`src/sv/ffsa_pkg.sv`:
```
// ffsa_pkg: shared constants, codes and types for the first-fit segment allocator.
// No dependencies.
package ffsa_pkg;

    localparam int MAX_SEGMENTS_DEF = 16;
    localparam int OFFSET_BITS_DEF  = 32;
    localparam int PORT_BITS        = 32;
    localparam logic [31:0] BLOCK_SIZE_RST = 32'd65536;

    localparam logic OP_ALLOC = 1'b0;
    localparam logic OP_FREE  = 1'b1;

    localparam logic [1:0] ST_OK      = 2'd0;
    localparam logic [1:0] ST_BADSIZE = 2'd1;
    localparam logic [1:0] ST_NOFIT   = 2'd2;
    localparam logic [1:0] ST_FULL    = 2'd3;

    // Row-wide command, identical for every cell.
    typedef enum logic [2:0] {
        CMD_HOLD   = 3'd0,
        CMD_INIT   = 3'd1,
        CMD_REMOVE = 3'd2,  // cells >= pos take the right neighbor
        CMD_INSERT = 3'd3,  // cells > pos take the left neighbor, pos takes new
        CMD_WRITE  = 3'd4,  // cell pos takes new offset/size
        CMD_MERGE  = 3'd5   // cell pos takes new, cells > pos take the right neighbor
    } cmd_e_t;

endpackage

```
`src/sv/ffsa_cell.sv`:
```
// ffsa_cell: one free-table entry with local compare flags.
// Depends on ffsa_pkg.
module ffsa_cell #(
    parameter int OB = ffsa_pkg::OFFSET_BITS_DEF,
    parameter logic [OB-1:0] RST_SIZE = '0
) (
    input  logic          clk,
    input  logic          rst_n,
    input  ffsa_pkg::cmd_e_t cmd,
    input  logic          is_pos,      // this cell is the target
    input  logic          after_pos,   // this cell lies above the target
    input  logic          is_first,
    input  logic [OB-1:0] init_size,
    input  logic [OB-1:0] new_off,
    input  logic [OB-1:0] new_size,
    input  logic [OB-1:0] left_off,
    input  logic [OB-1:0] left_size,
    input  logic [OB-1:0] right_off,
    input  logic [OB-1:0] right_size,
    input  logic [OB-1:0] req,
    input  logic [OB-1:0] fo,
    output logic [OB-1:0] off,
    output logic [OB-1:0] size,
    output logic          fits,        // size >= req
    output logic          le_fo        // off <= fo
);
    logic [OB-1:0] off_reg, off_next, size_reg, size_next;

    always_comb
    begin
        off_next  = off_reg;
        size_next = size_reg;
        unique case (cmd)
            ffsa_pkg::CMD_INIT:
            begin
                off_next  = '0;
                size_next = is_first ? init_size : '0;
            end
            ffsa_pkg::CMD_REMOVE:
            begin
                if (is_pos || after_pos)
                begin
                    off_next  = right_off;
                    size_next = right_size;
                end
            end
            ffsa_pkg::CMD_INSERT:
            begin
                if (is_pos)
                begin
                    off_next  = new_off;
                    size_next = new_size;
                end
                else if (after_pos)
                begin
                    off_next  = left_off;
                    size_next = left_size;
                end
            end
            ffsa_pkg::CMD_WRITE:
            begin
                if (is_pos)
                begin
                    off_next  = new_off;
                    size_next = new_size;
                end
            end
            ffsa_pkg::CMD_MERGE:
            begin
                if (is_pos)
                begin
                    off_next  = new_off;
                    size_next = new_size;
                end
                else if (after_pos)
                begin
                    off_next  = right_off;
                    size_next = right_size;
                end
            end
            default: ;
        endcase
    end

    always_ff @(posedge clk or negedge rst_n)
    begin
        if (!rst_n)
        begin
            off_reg  <= '0;
            size_reg <= RST_SIZE;
        end
        else
        begin
            off_reg  <= off_next;
            size_reg <= size_next;
        end
    end

    assign off   = off_reg;
    assign size  = size_reg;
    assign fits  = size_reg >= req;
    assign le_fo = off_reg <= fo;
endmodule

```
`config.mk`:
```
export PLATFORM = sky130hd
export DESIGN_NAME = ffsa_cell
export DESIGN_NICKNAME = d
export VERILOG_FILES = /design/src/sv/ffsa_pkg.sv /design/src/sv/ffsa_cell.sv
export SDC_FILE = /design/constraint.sdc
export NUM_CORES = 1
export LEC_CHECK = 0
export ABC_AREA = 1
export BUFFER_PORTS_ARGS = -buffer_cell sky130_fd_sc_hd__buf_2
export CAP_MARGIN = 0
export CORE_ASPECT_RATIO = 2
export CORE_MARGIN = 10
export CORE_UTILIZATION = 36
export DETAILED_ROUTE_END_ITERATION = 8
export PLACE_DENSITY = 0.69
export SLEW_MARGIN = 0
export SYNTH_ARGS = -nofsm -noshare
export SYNTH_HDL_FRONTEND = slang
export SYNTH_SLANG_ARGS = --single-unit
```
`constraint.sdc`:
```
create_clock -name clk -period 2.4 [get_ports clk]
set_clock_uncertainty 0.05 [all_clocks]
set_input_delay 0.48 -clock clk [delete_from_list [all_inputs] [get_ports clk]]
set_output_delay 0.48 -clock clk [all_outputs]
set_load 0.005 [all_outputs]
```
* Word-level counts from Yosys, hierarchy flattened *
Cells that the tools add are included.

word-level totals
  register bits = 64
  bits of input ports = 296
  output and inout port bits = 66

cells by class
  $lt $le $gt $ge = 2
  equal/unequal tests = 9
  mux-type cells = 15
  reductions and logical operators = 3

operators by type and width
  kind                  count
  $mux W32              13
  $pmux W32 S5          2
  $ge A32 B32 Y1        1
  $le A32 B32 Y1        1
  $eq A3 B2 Y1 const B  2
  $eq A3 B3 Y1 const B  2
  $ne A3 B3 Y1 const B  2
  $reduce_and A5 Y1     1
  $reduce_bool A5 Y1    1
  $ne A2 B2 Y1 const B  2
  $eq A3 B1 Y1 const B  1
  $logic_or A1 B1 Y1    1

* Depth between registers and ports, before layout *
  depth after elaboration = 3
  depth in mapped cells = 14
  gate-level depth less buffers = 14

* Worst setup path after synthesis *
Ideal clock, no wire load.

  path kind = input to output
  start point = in fo[31]
  end point = out le_fo
  arrival time = 1,441 ps
  setup slack = 429 ps
  stages on the path = 9
  path through = inv_1 > ha_1 > nand2_1 > nor2_1 > nand2_1 > nor4_1 > nand2_1 > nand2_1 > nand2_1

on the way
  word-level cells in the longest chain between the ends = 1

ends and longest elaborated chain
  element          line              text
  start, declared  ffsa_cell.sv:21   input logic [OB-1:0] fo,
  $le A32 B32 Y1   ffsa_cell.sv:102  assign le_fo = off_reg <= fo;
  end, declared    ffsa_cell.sv:25   output logic le_fo

Every way passes these cells.

* Final worst setup path *
  start point = reg size_reg[29] (netlist: size[29])
  end point = out fits

on the way
  word-level cells in the longest chain between the ends = 1

ends and longest elaborated chain
  element                 line              text
  start, declared         ffsa_cell.sv:27   logic [OB-1:0] off_reg, off_next, size_reg, size_next;
  start signal, assigned  ffsa_cell.sv:95   size_reg <= size_next;
  $ge A32 B32 Y1          ffsa_cell.sv:101  assign fits = size_reg >= req;
  end, declared           ffsa_cell.sv:24   output logic fits,

Every way passes these cells.

==> impl_results.md <==
* Max-cap violations at 0
* Period utilization at 1.01
* Endpoints failing setup at 2
* I/O pin cnt at 362
* Cells after DPL at 1606
* Number of synthesized flops with an enable pin at 0
* Row cnt at 70
* F_max at 411 MHz
* Grt total ovfl at 0
* Area grow syn2layout at 44.0%
* CP dominant cell by count: nand2_4
* Async SR Flop Fraction at 1.00
* Crit-path max FO at 3
* Worst-margin pin slew at 886 ps
* Peak VDD IR at 0.282 mV
* CTS H-tree lvls at 3
* Top Family by Delay on Critical Path: simple AND/OR/NAND/NOR gates
* Drc violations at 0
* Total die area at 0.0248 mm²
* Cell area after synthesis at 0.00670 mm²
* Most frequent cells in the layout: buf_2 (360), nand2_1 (357), inv_1 (121), dfrtp_1 (61), o21ai_0 (60)
* Drt first pass iters at 5
* Setup CP Type: reg -> out
* Crit path DAT at 1910 ps
* Number of buffers added on ports at 361
* Core Region at 0.0183 mm²
* Starting Density at 0.366
* Distinct cell type count after synthesis at 32
* Clock slew at reported path FFs at 60 ps
* Final slew viol count at 0
* Layout cell share with drive strength beyond 1 at 0.342
* Outcome: finished, violations left
* Final Util at 0.527
* Filler Cell Count at 1884
* Largest net degree at the start of global routing at 89
* Rel. slew slack at 0.409
* Post-DP HPWL at 24300 µm
* GPL Wtd Cong at 0.953
* Cell chain of the critical path: ha_4 -> nand2_4 -> nor2_4 -> nand2_4 -> nor4_4 -> nand2_2 -> nand2_1 -> buf_2
* Crit. End Element: output port
* Clock buffer count from CTS at 9
* Final min period at 2440 ps
* WL final at 31800 µm
* CP required at 1870 ps
* Yosys reg bits at 64
* CTS Root Buffer Type: clkbuf_16
* Worst setup margin at -35.4 ps
* Gr usage total at 0.244
* Sequential area share after synthesis at 0.239
* Largest stage delay, worst path at 440 ps
* TritonCTS clock tree: done
* Mean Syn Cell Area at 6.31 µm²
* Main synth FF type: dfrtp_1
* TNS Setup at -55.2 ps
* DR vias/cell at 5.32
* Vias in the first global route at 8812
* Warnings from Yosys at 0
* Most common cell after layout, fill and taps aside: buf_2
* CTS sink count at 64
* Bufs and invs on worst path at 1
* DR iter-0 viols at 548
* Synthesized Nets at 1421
* Nets at 1780
* CTS max path bufs at 2
* CP Launch Type: flip-flop
* Synth Instances at 1061
* WL per Instance at 19.2 µm
* Global-route wire length before repair at 47100 µm
* Via count at 8789
* Initial antenna violation count at 9
* Failing checks: negative setup slack
* Hold Fails Final Rpt at 0
* PD cells at 485 mW/mm²
* RSZ-0062 raised after global routing: yes
* Worst-Skew Late Latency at 330 ps
* Chip Width at 116 µm
* Cell leakage power at 0.00566 µW
* HP Class: in -> async
* Worst path slowest cell: dfrtp_1
* Detail Route Antenna Nets at 0
* Non-Filler Instances at 1651
* Setup slack, reg-to-reg at 1520 ps
* Die Ht at 213 µm
final timing paths:
| kind | from | end | cells past startpoint |
|---|---|---|---|
| max reg2reg | off[29] | off[29] | 3 |
| max in group asynchronous | rst_n | size[25] | 1 |
| min in group clk | right_size[24] | size[24] | 5 |
| min | rst_n | off[17] | 1 |
| max | size[29] | fits | 8 |
| min reg2reg | size[16] | size[16] | 2 |
layer usage:
layer,vias up,GRT usage,share of wire
li1,4258,-,-
met1,4001,0.237,0.33
met3,95,0.0644,0.084
met2,433,0.446,0.53
met4,2,0.139,0.052
met5,-,0,0.00044
kinds of logic (layout without fill, tap and decap cells):
kind of cell	after synthesis	after routing	share of synthesized area
simple gates	477	477	0.285
compound gates	268	268	0.245
buf+inv	188	552	0.112
fa+ha+maj	64	64	0.120
flops	64	64	0.239
other cells	0	10	0
cell type report:
type,count,area [µm²],area share
tap,216,270,0.0280
sequential,64,1610,0.166
inverter,129,484,0.0502
clock inverter,7,72.6,0.00752
clock buffer,9,225,0.0234
antenna,10,25.0,0.00259
multi-input combinational,809,4740,0.491
timing repair buffer,407,2220,0.231
repair_timing:
action,4_1_cts,5_1_grt
endpoints found under the setup margin,2,2
cloned,0,0
setup buffers,13,10
pin swaps,12,23
resized for setup,17,52
hold buffers,0,0
where the power goes:
| group | total, µW | internal (µW) | switching, µW |
|---|---|---|---|
| clock | 1320 | 804 | 515 |
| combinational | 1940 | 873 | 1070 |
| sequential | 1410 | 1240 | 172 |
cells in the mapped netlist (2+ instances only):
cell type | instances | area share
a211oi_1 | 3 | 0.0034
a21boi_0 | 35 | 0.039
a21oi_1 | 53 | 0.040
a22o_1 | 31 | 0.041
a31oi_1 | 12 | 0.011
buf_1 | 2 | 0.0011
buf_2 | 20 | 0.015
buf_4 | 3 | 0.0034
clkbuf_1 | 33 | 0.018
dfrtp_1 | 64 | 0.24
ha_1 | 64 | 0.12
inv_1 | 122 | 0.068
inv_2 | 6 | 0.0034
nand2_1 | 369 | 0.21
nand3_1 | 36 | 0.027
nand4_1 | 16 | 0.015
nor2_1 | 45 | 0.025
nor3_1 | 5 | 0.0037
nor4_1 | 2 | 0.0019
o21a_1 | 2 | 0.0022
o21ai_0 | 64 | 0.048
o21ai_1 | 26 | 0.019
o22ai_1 | 39 | 0.036
stage by stage:
step / setup slack, ps / hold slack (ps) / cell area [µm²] / total power, µW
after floorplan: 429 / 134 / 6700 / 2270
after global placement: -127 / 436 / 8790 / 3060
after detailed placement: -120 / 445 / 8790 / 3100
after CTS: -176 / 247 / 9270 / 4550
after global routing: -169 / 281 / 9640 / 5020
final: -35.4 / 209 / 9640 / 4680
No activity file was read; power rests on OpenSTA's default activity.
